[config.mk]
export PLATFORM = sky130hd
export DESIGN_NAME = rbnh_box_cell
export DESIGN_NICKNAME = d
export VERILOG_FILES = /design/src/sv/rbnh_pkg.sv /design/src/sv/rbnh_box_cell.sv
export SDC_FILE = /design/constraint.sdc
export NUM_CORES = 1
export LEC_CHECK = 0
export BUFFER_PORTS_ARGS = -buffer_cell sky130_fd_sc_hd__buf_2
export CORE_MARGIN = 2
export CORE_UTILIZATION = 31
export CTS_CLUSTER_DIAMETER = 80
export DETAILED_ROUTE_END_ITERATION = 6
export GPL_ROUTABILITY_DRIVEN = 0
export SYNTH_ARGS = -nofsm -noshare
export SYNTH_HDL_FRONTEND = slang
export SYNTH_SLANG_ARGS = --single-unit
[constraint.sdc]
create_clock -name clk -period 11.5 [get_ports clk]
set_input_delay 2.3 -clock clk [delete_from_list [all_inputs] [get_ports clk]]
set_output_delay 2.3 -clock clk [all_outputs]
set_load 0.005 [all_outputs]
[src/sv/rbnh_pkg.sv]
// ----------------------------------------------------------------------------
// rbnh_pkg
// Shared widths, codes, types and helpers for the ray/box nearest-hit block.
// ----------------------------------------------------------------------------
package rbnh_pkg;

  localparam int SLOTS      = 64;
  localparam int IDX_W      = (SLOTS > 1) ? $clog2(SLOTS) : 1;
  localparam int SLOT_W     = 6;
  localparam int COORD_W    = 32;
  localparam int EXT_W      = 31;
  localparam int DIFF_W     = COORD_W + 1;
  localparam int OFS_W      = COORD_W + 2;
  localparam int DVS_W      = 32;
  localparam int QBITS      = 31;
  localparam int T_W        = QBITS + 2;
  localparam int DIV_STAGES = QBITS;
  localparam int FRAC_W     = 16;
  localparam int CFG_IDX_W  = 1;

  localparam logic [CFG_IDX_W-1:0] CFG_HALF_WIDTH  = 1'b0;
  localparam logic [CFG_IDX_W-1:0] CFG_HALF_HEIGHT = 1'b1;

  localparam logic REQ_LOAD  = 1'b0;
  localparam logic REQ_QUERY = 1'b1;

  localparam logic [EXT_W-1:0] EXT_RESET = EXT_W'(32768);

  // Clamped ray parameters: any negative value reads as -1, anything at or
  // above 2^31 reads as 2^31, which is beyond every possible best distance.
  localparam logic signed [T_W-1:0] T_NEG = -T_W'(1);
  localparam logic signed [T_W-1:0] T_SAT = T_W'(1) <<< QBITS;

  typedef enum logic [1:0] {ST_IDLE, ST_SCAN, ST_DRAIN, ST_DONE} state_t;

  typedef struct packed {
    logic                      alive;
    logic signed [COORD_W-1:0] cx;
    logic signed [COORD_W-1:0] cy;
    logic signed [COORD_W-1:0] cz;
  } box_t;

  typedef struct packed {
    logic live;
    logic last;
    logic [IDX_W-1:0] slot;
  } tok_t;

  typedef struct packed {
    logic ovf_lo;
    logic ovf_hi;
    logic neg_lo;
    logic neg_hi;
    logic in_slab;
  } axis_flags_t;

  typedef struct packed {
    tok_t              tok;
    axis_flags_t [2:0] ax;
  } line_t;

  function automatic logic signed [T_W-1:0] to_t(logic ovf, logic neg,
                                                 logic [QBITS-1:0] q);
    logic signed [T_W-1:0] r;
    if (ovf) begin
      r = neg ? T_NEG : T_SAT;
    end else if (neg && (q != '0)) begin
      r = T_NEG;
    end else begin
      r = {2'b00, q};
    end
    return r;
  endfunction

endpackage

[src/sv/rbnh_box_cell.sv]
// ----------------------------------------------------------------------------
// rbnh_box_cell
// One box slot of the rotating table: loaded directly, or takes its neighbor.
// ----------------------------------------------------------------------------
module rbnh_box_cell (
  input  logic          clk,
  input  logic          rst,
  input  logic          load_en,
  input  rbnh_pkg::box_t load_box,
  input  logic          shift_en,
  input  rbnh_pkg::box_t shift_in,
  output rbnh_pkg::box_t box
);
  import rbnh_pkg::*;

  always_ff @(posedge clk) begin
    if (rst) begin
      box.alive <= 1'b0;
    end else if (load_en) begin
      box.alive <= load_box.alive;
    end else if (shift_en) begin
      box.alive <= shift_in.alive;
    end
  end

  always_ff @(posedge clk) begin
    if (load_en) begin
      box.cx <= load_box.cx;
      box.cy <= load_box.cy;
      box.cz <= load_box.cz;
    end else if (shift_en) begin
      box.cx <= shift_in.cx;
      box.cy <= shift_in.cy;
      box.cz <= shift_in.cz;
    end
  end

endmodule

==> impl_metrics.tcl <==
set metrics [dict create \
    root_buffer "clkbuf_16" \
    multiInputGateArea_um2 1150 \
    arrival_ns 4.18 \
    fin_crit_ns 4.21 \
    fin_tns_setup_ns 0 \
    fillers 1244 \
    final_layout_size_suffix_gt1_share_pct 79.8 \
    cts_buffers 9 \
    syn_to_final_growth_pct 45.9 \
    dieWidth_um 119 \
    synth.avg_cell_area_um2 19.7 \
    yosysSeqAreaShare_pct 70.3 \
    hold_violations 0 \
    die_area_um2 14300 \
    insertion_delay_ns 0.33 \
    ctsHoldBuffers 0 \
    tightest_slew_ns 0.675 \
    yosys.cell_types.count 11 \
    synth_warnings 0 \
    gr-max-usage-layer "met2" \
    crit_fanout 54 \
    clkTransAtPathRegs_ns 0.06 \
    grt_pass1_wl_um 15500 \
    cts_htree_levels 3 \
    powerDensity_nw_per_um2 139 \
    p_leak_nw 2.71 \
    num_vias 2958 \
    ant_nets 0 \
    setup.worst_path.start_class "input pin" \
    port_buffers 294 \
    vias_per_cell 4.31 \
    dp_hpwl_um 8150 \
    critPathKind "in -> reg" \
    syn-num-nets 407 \
    end_kind "register" \
    cap_violations 0 \
    reg.largest.list "box x97" \
    final_area_um2 6020 \
    register_area_um2 2900 \
    slew_violations 0 \
    layout_common_cells "buf_2, edfxtp_1, mux2_2, clkbuf_16, mux2_4" \
    cts_setup_buffers 0 \
    grt_pass1_vias 3075 \
    cts_buffer_depth 2 \
    rsz0062_at_grt "no" \
    synth_area_um2 4130 \
    core_area_um2 13100 \
    firstDrtPassIters 4 \
    largest_reg_flops 97 \
    ir_drop_v 0.0000750 \
    nets 703 \
    final_common_cell "buf_2" \
    synth-seq-cells 97 \
    min_path_type "reg -> reg" \
    setup_violations 0 \
    antenna-diode-count 0 \
    grtUsageTotal_pct 14.4 \
    antenna_found_initial 0 \
    period_share_pct 36.6 \
    worstPathRequired_ns 11.47 \
    drtIter0Drc 180 \
    route.detailed.drc 0 \
    cts_sinks 97 \
    grt.met2_usage_pct 26.4 \
    regMostFlops "box" \
    finClkSkew_ns 0 \
    row_count 42 \
    use_met1_pct 15.6 \
    grt_max_degree 55 \
    cts_tree "done" \
    wl_um 10600 \
    use_met3_pct 4.26 \
    fp.dieH_um 119 \
    place_area_um2 5760 \
    fmax_mhz 237 \
    syn_inst 209 \
    routedWlPerCell_um 15.4 \
    grt_overflow_total 0 \
    post_cts_resize_count 0 \
    relSlewSlack_pct 55.0 \
    start_util_pct 31.4 \
    status "finished clean" \
    io_pins 295 \
]
cell families after synthesis:
logic type,Yosys count,share of synthesized area (%)
mux,97,27.2
simple gates,2,0.303
flops,97,70.3
buf+inv,12,1.88
compound gates,1,0.303
Yosys cell counts:
library cell / n / area share, %
edfxtp_1: 96 / 70
mux2_2: 88 / 24
buf_2: 8 / 0.97
mux2_4: 8 / 2.9
buf_6: 3 / 0.82
a211oi_2: 1 / 0.30
dfxtp_1: 1 / 0.49
inv_1: 1 / 0.091
mux2i_1: 1 / 0.24
nor2b_1: 1 / 0.15
or2_1: 1 / 0.15
routing by layer:
| layer | vias to the layer above | part of all wire (%) | wire length [um] |
|---|---|---|---|
| met5 | - | 0 | 0 |
| met4 | 0 | 1.6 | 172 |
| met3 | 12 | 9.0 | 952 |
| met2 | 152 | 53 | 5640 |
| met1 | 1381 | 36 | 3810 |
| li1 | 1413 | - | - |
path summary, 6_finish.rpt:
kind                start  endpoint  slack [ns]  depth (start not counted)
setup / recovery  load_en   box[94]        7.29                          3
hold / removal    box[96]   box[96]        0.60                          2
setup reg to reg  box[96]   box[96]       10.81                          2
hold reg to reg   box[96]   box[96]        0.60                          2
report_power, final:
group          total (W)  internal, W  leakage (nW)  switching [W]
sequential      0.000443     0.000434         0.986     0.00000973
combinational   0.000124    0.0000732          1.60      0.0000510
clock           0.000267     0.000145         0.130       0.000122
critical path, stage by stage:
cell and delay [ns]:
buf_4 0.49, or2_4 0.63, buf_4 0.67
through the flow:
stage	total power (W)	worst slack [ns]	hold WS (ns)	instances	util, %
after floorplan	0.000499	6.22	0.567	209	-
after global placement	0.000575	6.94	0.571	670	43.9
after detailed placement	0.000579	6.89	0.589	670	43.9
after CTS	0.000846	7.25	0.604	686	45.8
after global routing	0.000871	7.10	0.639	686	45.8
final	0.000834	7.29	0.600	686	45.8
cell type report:
class                   count  area share (%)
flip-flops and latches     97            48.2
well taps                 176            3.66
clock buffers              12            3.93
inverters                   1          0.0623
multi-input cells         100            19.1
clock inverters             4           0.333
repair buffers            296            24.7
Note: power is estimated with default switching activity, not from simulation.
