File: src/sv/rbnh_pkg.sv
// ----------------------------------------------------------------------------
// rbnh_pkg
// Shared widths, codes, types and helpers for the ray/box nearest-hit block.
// ----------------------------------------------------------------------------
package rbnh_pkg;

  localparam int SLOTS      = 64;
  localparam int IDX_W      = (SLOTS > 1) ? $clog2(SLOTS) : 1;
  localparam int SLOT_W     = 6;
  localparam int COORD_W    = 32;
  localparam int EXT_W      = 31;
  localparam int DIFF_W     = COORD_W + 1;
  localparam int OFS_W      = COORD_W + 2;
  localparam int DVS_W      = 32;
  localparam int QBITS      = 31;
  localparam int T_W        = QBITS + 2;
  localparam int DIV_STAGES = QBITS;
  localparam int FRAC_W     = 16;
  localparam int CFG_IDX_W  = 1;

  localparam logic [CFG_IDX_W-1:0] CFG_HALF_WIDTH  = 1'b0;
  localparam logic [CFG_IDX_W-1:0] CFG_HALF_HEIGHT = 1'b1;

  localparam logic REQ_LOAD  = 1'b0;
  localparam logic REQ_QUERY = 1'b1;

  localparam logic [EXT_W-1:0] EXT_RESET = EXT_W'(32768);

  // Clamped ray parameters: any negative value reads as -1, anything at or
  // above 2^31 reads as 2^31, which is beyond every possible best distance.
  localparam logic signed [T_W-1:0] T_NEG = -T_W'(1);
  localparam logic signed [T_W-1:0] T_SAT = T_W'(1) <<< QBITS;

  typedef enum logic [1:0] {ST_IDLE, ST_SCAN, ST_DRAIN, ST_DONE} state_t;

  typedef struct packed {
    logic                      alive;
    logic signed [COORD_W-1:0] cx;
    logic signed [COORD_W-1:0] cy;
    logic signed [COORD_W-1:0] cz;
  } box_t;

  typedef struct packed {
    logic live;
    logic last;
    logic [IDX_W-1:0] slot;
  } tok_t;

  typedef struct packed {
    logic ovf_lo;
    logic ovf_hi;
    logic neg_lo;
    logic neg_hi;
    logic in_slab;
  } axis_flags_t;

  typedef struct packed {
    tok_t              tok;
    axis_flags_t [2:0] ax;
  } line_t;

  function automatic logic signed [T_W-1:0] to_t(logic ovf, logic neg,
                                                 logic [QBITS-1:0] q);
    logic signed [T_W-1:0] r;
    if (ovf) begin
      r = neg ? T_NEG : T_SAT;
    end else if (neg && (q != '0)) begin
      r = T_NEG;
    end else begin
      r = {2'b00, q};
    end
    return r;
  endfunction

endpackage

File: src/sv/rbnh_div_cell.sv
// ----------------------------------------------------------------------------
// rbnh_div_cell
// One restoring-division step: brings in one dividend bit, emits one quotient bit.
// ----------------------------------------------------------------------------
module rbnh_div_cell (
  input  logic                       clk,
  input  logic [rbnh_pkg::DVS_W-1:0] dvs,
  input  logic [rbnh_pkg::DVS_W-1:0] rem_in,
  input  logic [rbnh_pkg::QBITS-1:0] bits_in,
  output logic [rbnh_pkg::DVS_W-1:0] rem,
  output logic [rbnh_pkg::QBITS-1:0] bits
);
  import rbnh_pkg::*;

  logic [DVS_W:0] trial;
  logic           qb;

  always_comb begin
    trial = {rem_in, bits_in[QBITS-1]};
    qb    = (trial >= {1'b0, dvs});
  end

  // While the seed is below the divisor the remainder stays below it, so it fits DVS_W bits.
  always_ff @(posedge clk) begin
    rem  <= qb ? DVS_W'(trial - {1'b0, dvs}) : trial[DVS_W-1:0];
    bits <= {bits_in[QBITS-2:0], qb};
  end

endmodule

File: src/sv/rbnh_div_lane.sv
// ----------------------------------------------------------------------------
// rbnh_div_lane
// A chain of division cells; one quotient per cycle.
// ----------------------------------------------------------------------------
module rbnh_div_lane (
  input  logic                       clk,
  input  logic [rbnh_pkg::DVS_W-1:0] dvs,
  input  logic [rbnh_pkg::DVS_W-1:0] rem_in,
  input  logic [rbnh_pkg::QBITS-1:0] bits_in,
  output logic [rbnh_pkg::QBITS-1:0] q
);
  import rbnh_pkg::*;

  logic [DVS_W-1:0] rem_w  [DIV_STAGES+1];
  logic [QBITS-1:0] bits_w [DIV_STAGES+1];

  assign rem_w[0]  = rem_in;
  assign bits_w[0] = bits_in;

  for (genvar j = 0; j < DIV_STAGES; j++) begin : g_cell
    rbnh_div_cell u_cell (
      .clk     (clk),
      .dvs     (dvs),
      .rem_in  (rem_w[j]),
      .bits_in (bits_w[j]),
      .rem     (rem_w[j+1]),
      .bits    (bits_w[j+1])
    );
  end

  assign q = bits_w[DIV_STAGES];

endmodule

File: config.mk
export PLATFORM = sky130hd
export DESIGN_NAME = rbnh_div_lane
export DESIGN_NICKNAME = d
export VERILOG_FILES = /design/src/sv/rbnh_pkg.sv /design/src/sv/rbnh_div_cell.sv /design/src/sv/rbnh_div_lane.sv
export SDC_FILE = /design/constraint.sdc
export NUM_CORES = 2
export LEC_CHECK = 0
export ABC_CLOCK_PERIOD_IN_PS = 8600
export BUFFER_PORTS_ARGS = -buffer_cell sky130_fd_sc_hd__buf_2
export CAP_MARGIN = 20
export CELL_PAD_IN_SITES_DETAIL_PLACEMENT = 1
export CELL_PAD_IN_SITES_GLOBAL_PLACEMENT = 1
export CORE_MARGIN = 2
export CORE_UTILIZATION = 54
export DETAILED_ROUTE_END_ITERATION = 8
export GPL_TIMING_DRIVEN = 0
export PLACE_DENSITY = 0.89
export SYNTH_ARGS = -nofsm -noshare
export SYNTH_HDL_FRONTEND = slang
export SYNTH_SLANG_ARGS = --single-unit
File: constraint.sdc
create_clock -name clk -period 8.6 [get_ports clk]
set_clock_uncertainty 0.15 [all_clocks]
set_input_delay 1.72 -clock clk [delete_from_list [all_inputs] [get_ports clk]]
set_output_delay 1.72 -clock clk [all_outputs]
set_load 0.03 [all_outputs]
==> key figures <==
Run status
  – Status: completed

Timing
  – Rel. slew slack: 0.277
  – Max Freq: around 150 MHz
  – Final WS setup: approximately 1800 ps
  – Hold Violations, Final: 0
  – Worst slew pin tran: between 1000 and 1500 ps
  – RSZ-0062 raised after global routing: no
  – Period utilisation layout: 0.786
  – Final setup violation count: 0
  – Pins Over Slew Limit: 0
  – Final hold slack: approximately 140 ps
  – Post-Route Setup TNS: 0 ps
  – Fin crit period: just under 7000 ps

Detailed routing
  – Antenna Nets Post-Route: 0
  – First-pass detailed-route iteration total: 5
  – Total number of vias: about 85000
  – Vias per inst: between 6 and 7
  – Wire per inst: approximately 26 microns
  – Remaining DRCs: 0
  – WL final: between 300000 and 400000 microns
  – DRT iter0 DRCs: between 6000 and 7000

Floorplanning
  – Die Ht: around 430 microns
  – Num ports: 127
  – Placeable Area: approximately 180000 sq um
  – Die area: between 150000 and 200000 sq um
  – Initial core utilization: 0.543
  – Die width: roughly 430 microns
  – Rows: around 160

Logic synthesis
  – Top cells by area, synth: dfxtp_1 (40%), ha_1 (13%), o21ai_0 (4.9%)
  – Synthesized cell area: roughly 97000 sq um
  – Post-Synthesis Cells: around 10000
  – Post-synthesis sequential area ratio: 0.397
  – Netlist cell types: 106
  – Syn_nets: approximately 12000
  – Post-synth EDFFs: 0
  – Mean Syn Cell Area: about 9 sq um
  – Flops & latches, synth: slightly below 2000
  – Synth warnings: 0
  – Asr flop ratio synth: 0
  – Synth top area share: 0.397
  – Post-synth top area cell: dfxtp_1
  – Dominant synthesized flop cell: dfxtp_1

Clocking
  – Worst-Skew Late Latency: ~900 ps
  – CTS tree: built
  – CTS sink count: between 1500 and 2000
  – Max clock buf depth: 3
  – Hold buffer count at CTS: 0
  – Setup Buffers After CTS: 0
  – H-tree Lvls: 4
  – Num CTS Buffers: 194
  – Clk pin slew, worst setup/hold paths: ~70 ps
  – Clk root buf: clkbuf_16
  – # resized after CTS: 0

Critical path
  – CP endpoint kind: flip-flop
  – Reg-to-reg slack, setup: 3520 ps
  – Cell Chain, Critical Path: buf_4 > buf_16 > inv_4 > buf_16 > ha_1 > nor2b_1 > o21ai_0 > a21oi_1 > o311ai_1 > a31oi_1 > a221o_1 > a21o_1 > nand2b_1 > a21oi_2 > clkbuf_1 > o21ai_0
  – Reg2reg end: g_cell[14].u_cell.rem[15]$_DFF_P_
  – Worst Setup SP: dvs[1]
  – Kind of critical path: in -> reg
  – Path length in cells of the critical path: 16
  – Slowest CP cell: o311ai_1
  – Crit path max fanout: 23
  – Max incr delay on CP: slightly above 600 ps
  – Crit path DAT: slightly above 7000 ps
  – Worst reg2reg path depth: 12
  – Crit path max-delay family: compound AO/OA/AOI/OAI gates
  – Worst Path Buf+Inv: 5
  – Crit path capture: g_cell[14].u_cell.rem[15]$_DFF_P_
  – CP startpoint kind: primary input
  – Critical path required time: about 9000 ps
  – Reg2reg start: g_cell[13].u_cell.rem[3]$_DFF_P_

Run
  – Number of max-cap violations: 0

Global routing
  – Pin count of the biggest net entering global routing: 32
  – Antenna violations before repair: 16
  – Total GRT Usage: 0.373
  – Vias in the first global route: between 90000 and 100k
  – First-pass GRT wire length: between 500000 and 600000 microns
  – Overflow after GRT: 0

Placement
  – Detailed placement HPWL: around 230000 microns
  – Gpl congestion: between 0.9 and 1
  – PortBufs: about 130
  – Area after DPL: 101000 sq um
  – Post-Place Setup Slack: about 1400 ps

Finish
  – Net total in the final layout: about 12000
  – Post-route cell area: ~110000 sq um
  – Layout area overhead: 11.5%
  – Layout cell share with drive strength beyond 1: 0.0859
  – Fill count: 20200

Pwr
  – VDD IR-drop max: 0.262 mV
  – Power consumption: approximately 0.055 W
  – Pwr/cell area: between 500 and 600 nW/um^2
  – Leak Pwr: between 40 and 50 nW

Hold path
  – Hold Path Class: reg -> reg
==> per-layer routing <==
layer	vias to the layer above	share of wire	routed length [microns]	global-route usage
li1	38400	-	-	-
met1	41600	0.37	129000	0.407
met2	3791	0.47	165000	0.631
met3	1718	0.070	24500	0.0781
met4	14	0.090	31600	0.292
met5	-	0.00029	102	0
==> worst min-delay path by stage <==
| stage | from | to | slack (ps) | cells after the start |
|---|---|---|---|---|
| floorplan | g_cell[9].u_cell.bits[9]$_DFF_P_ | g_cell[10].u_cell.bits[10]$_DFF_P_ | 160 | 0 |
| global placement | g_cell[27].u_cell.bits[13]$_DFF_P_ | g_cell[28].u_cell.bits[14]$_DFF_P_ | 160 | 0 |
| detailed placement | g_cell[9].u_cell.bits[9]$_DFF_P_ | g_cell[10].u_cell.bits[10]$_DFF_P_ | 160 | 0 |
| CTS | g_cell[6].u_cell.bits[4]$_DFF_P_ | g_cell[7].u_cell.bits[5]$_DFF_P_ | 130 | 0 |
| global route | g_cell[14].u_cell.bits[10]$_DFF_P_ | g_cell[15].u_cell.bits[11]$_DFF_P_ | 140 | 0 |
| finish | g_cell[6].u_cell.bits[4]$_DFF_P_ | g_cell[7].u_cell.bits[5]$_DFF_P_ | 140 | 0 |
==> sequential cells by signal, summed over array words and instances (netlist names) <==
| name | count |
|---|---|
| g_cell.u_cell.bits | 961 |
| g_cell.u_cell.rem | 960 |
==> area by class of cell <==
class / count / area, sq um / area share
antenna: 7 / 17.5 / 0.000162
buffer: 313 / 1420 / 0.0131
clock buffer: 261 / 5440 / 0.0503
sequential: 1921 / 38500 / 0.356
clock inverter: 99 / 1400 / 0.0129
tap: 2355 / 2950 / 0.0273
inverter: 291 / 1160 / 0.0107
multi-input combinational: 7947 / 55900 / 0.517
timing repair buffer: 155 / 1320 / 0.0122
==> stage by stage <==
step,instances,util
after floorplan,10500,-
after global placement,13000,0.563
after detailed placement,13000,0.567
after CTS,13300,0.606
after global routing,13300,0.606
final,13300,0.606
==> logic make-up (layout without fill, tap and decap cells) <==
group | count (synthesis) | after routing | synth area share
XOR/XNOR | 806 | 806 | 0.0729
flip-flops | 1921 | 1921 | 0.397
adder cells (fa/ha/maj) | 1022 | 1022 | 0.134
other | 0 | 7 | 0
multiplexers | 295 | 295 | 0.0357
AO/OA/AOI/OAI | 3302 | 3302 | 0.213
buffers and inverters | 604 | 1119 | 0.0259
AND/OR/NAND/NOR | 2522 | 2522 | 0.122
==> power by group <==
part | switching (W) | leakage [nW] | internal, W
logic | 0.0182 | 28.3 | 0.0119
registers | 0.00253 | 16.2 | 0.0128
clock network | 0.00397 | 3.29 | 0.00508
==> cell usage after synthesis (147+ instances only) <==
cell type / count
nor2b_1: 147
o21a_1: 152
inv_1: 290
mux2_2: 202
nor2_1: 563
o21ai_0: 952
nand2_1: 961
xor2_1: 368
a21o_1: 521
clkbuf_1: 216
nand3_1: 159
ha_1: 992
nand4_1: 157
a21oi_1: 912
dfxtp_1: 1921
xnor2_1: 438
==> cells in the final DEF, fill, tap and decap left out, types with 30 or more instances in the layout <==
cell / instances
dfxtp_1: 1921
nand4_1: 157
xnor2_1: 438
nor2b_1: 147
nand3_1: 159
clkbuf_16: 194
a31oi_1: 102
nor4_1: 39
fa_1: 30
buf_2: 163
mux2i_1: 31
mux2_2: 202
and2_1: 32
nand2b_1: 143
o31a_1: 31
clkinv_2: 38
nor2_1: 563
xor2_1: 368
o21bai_1: 119
a21oi_1: 912
inv_1: 259
clkbuf_8: 33
a211oi_1: 67
mux2_4: 47
o21ai_0: 952
a21o_1: 521
o21a_1: 152
nand2_1: 961
buf_4: 34
and3_1: 66
o211ai_1: 30
or3_1: 37
clkbuf_1: 250
ha_1: 992
nor3_1: 108
o31ai_1: 71
No activity file was read; power rests on OpenSTA's default activity.
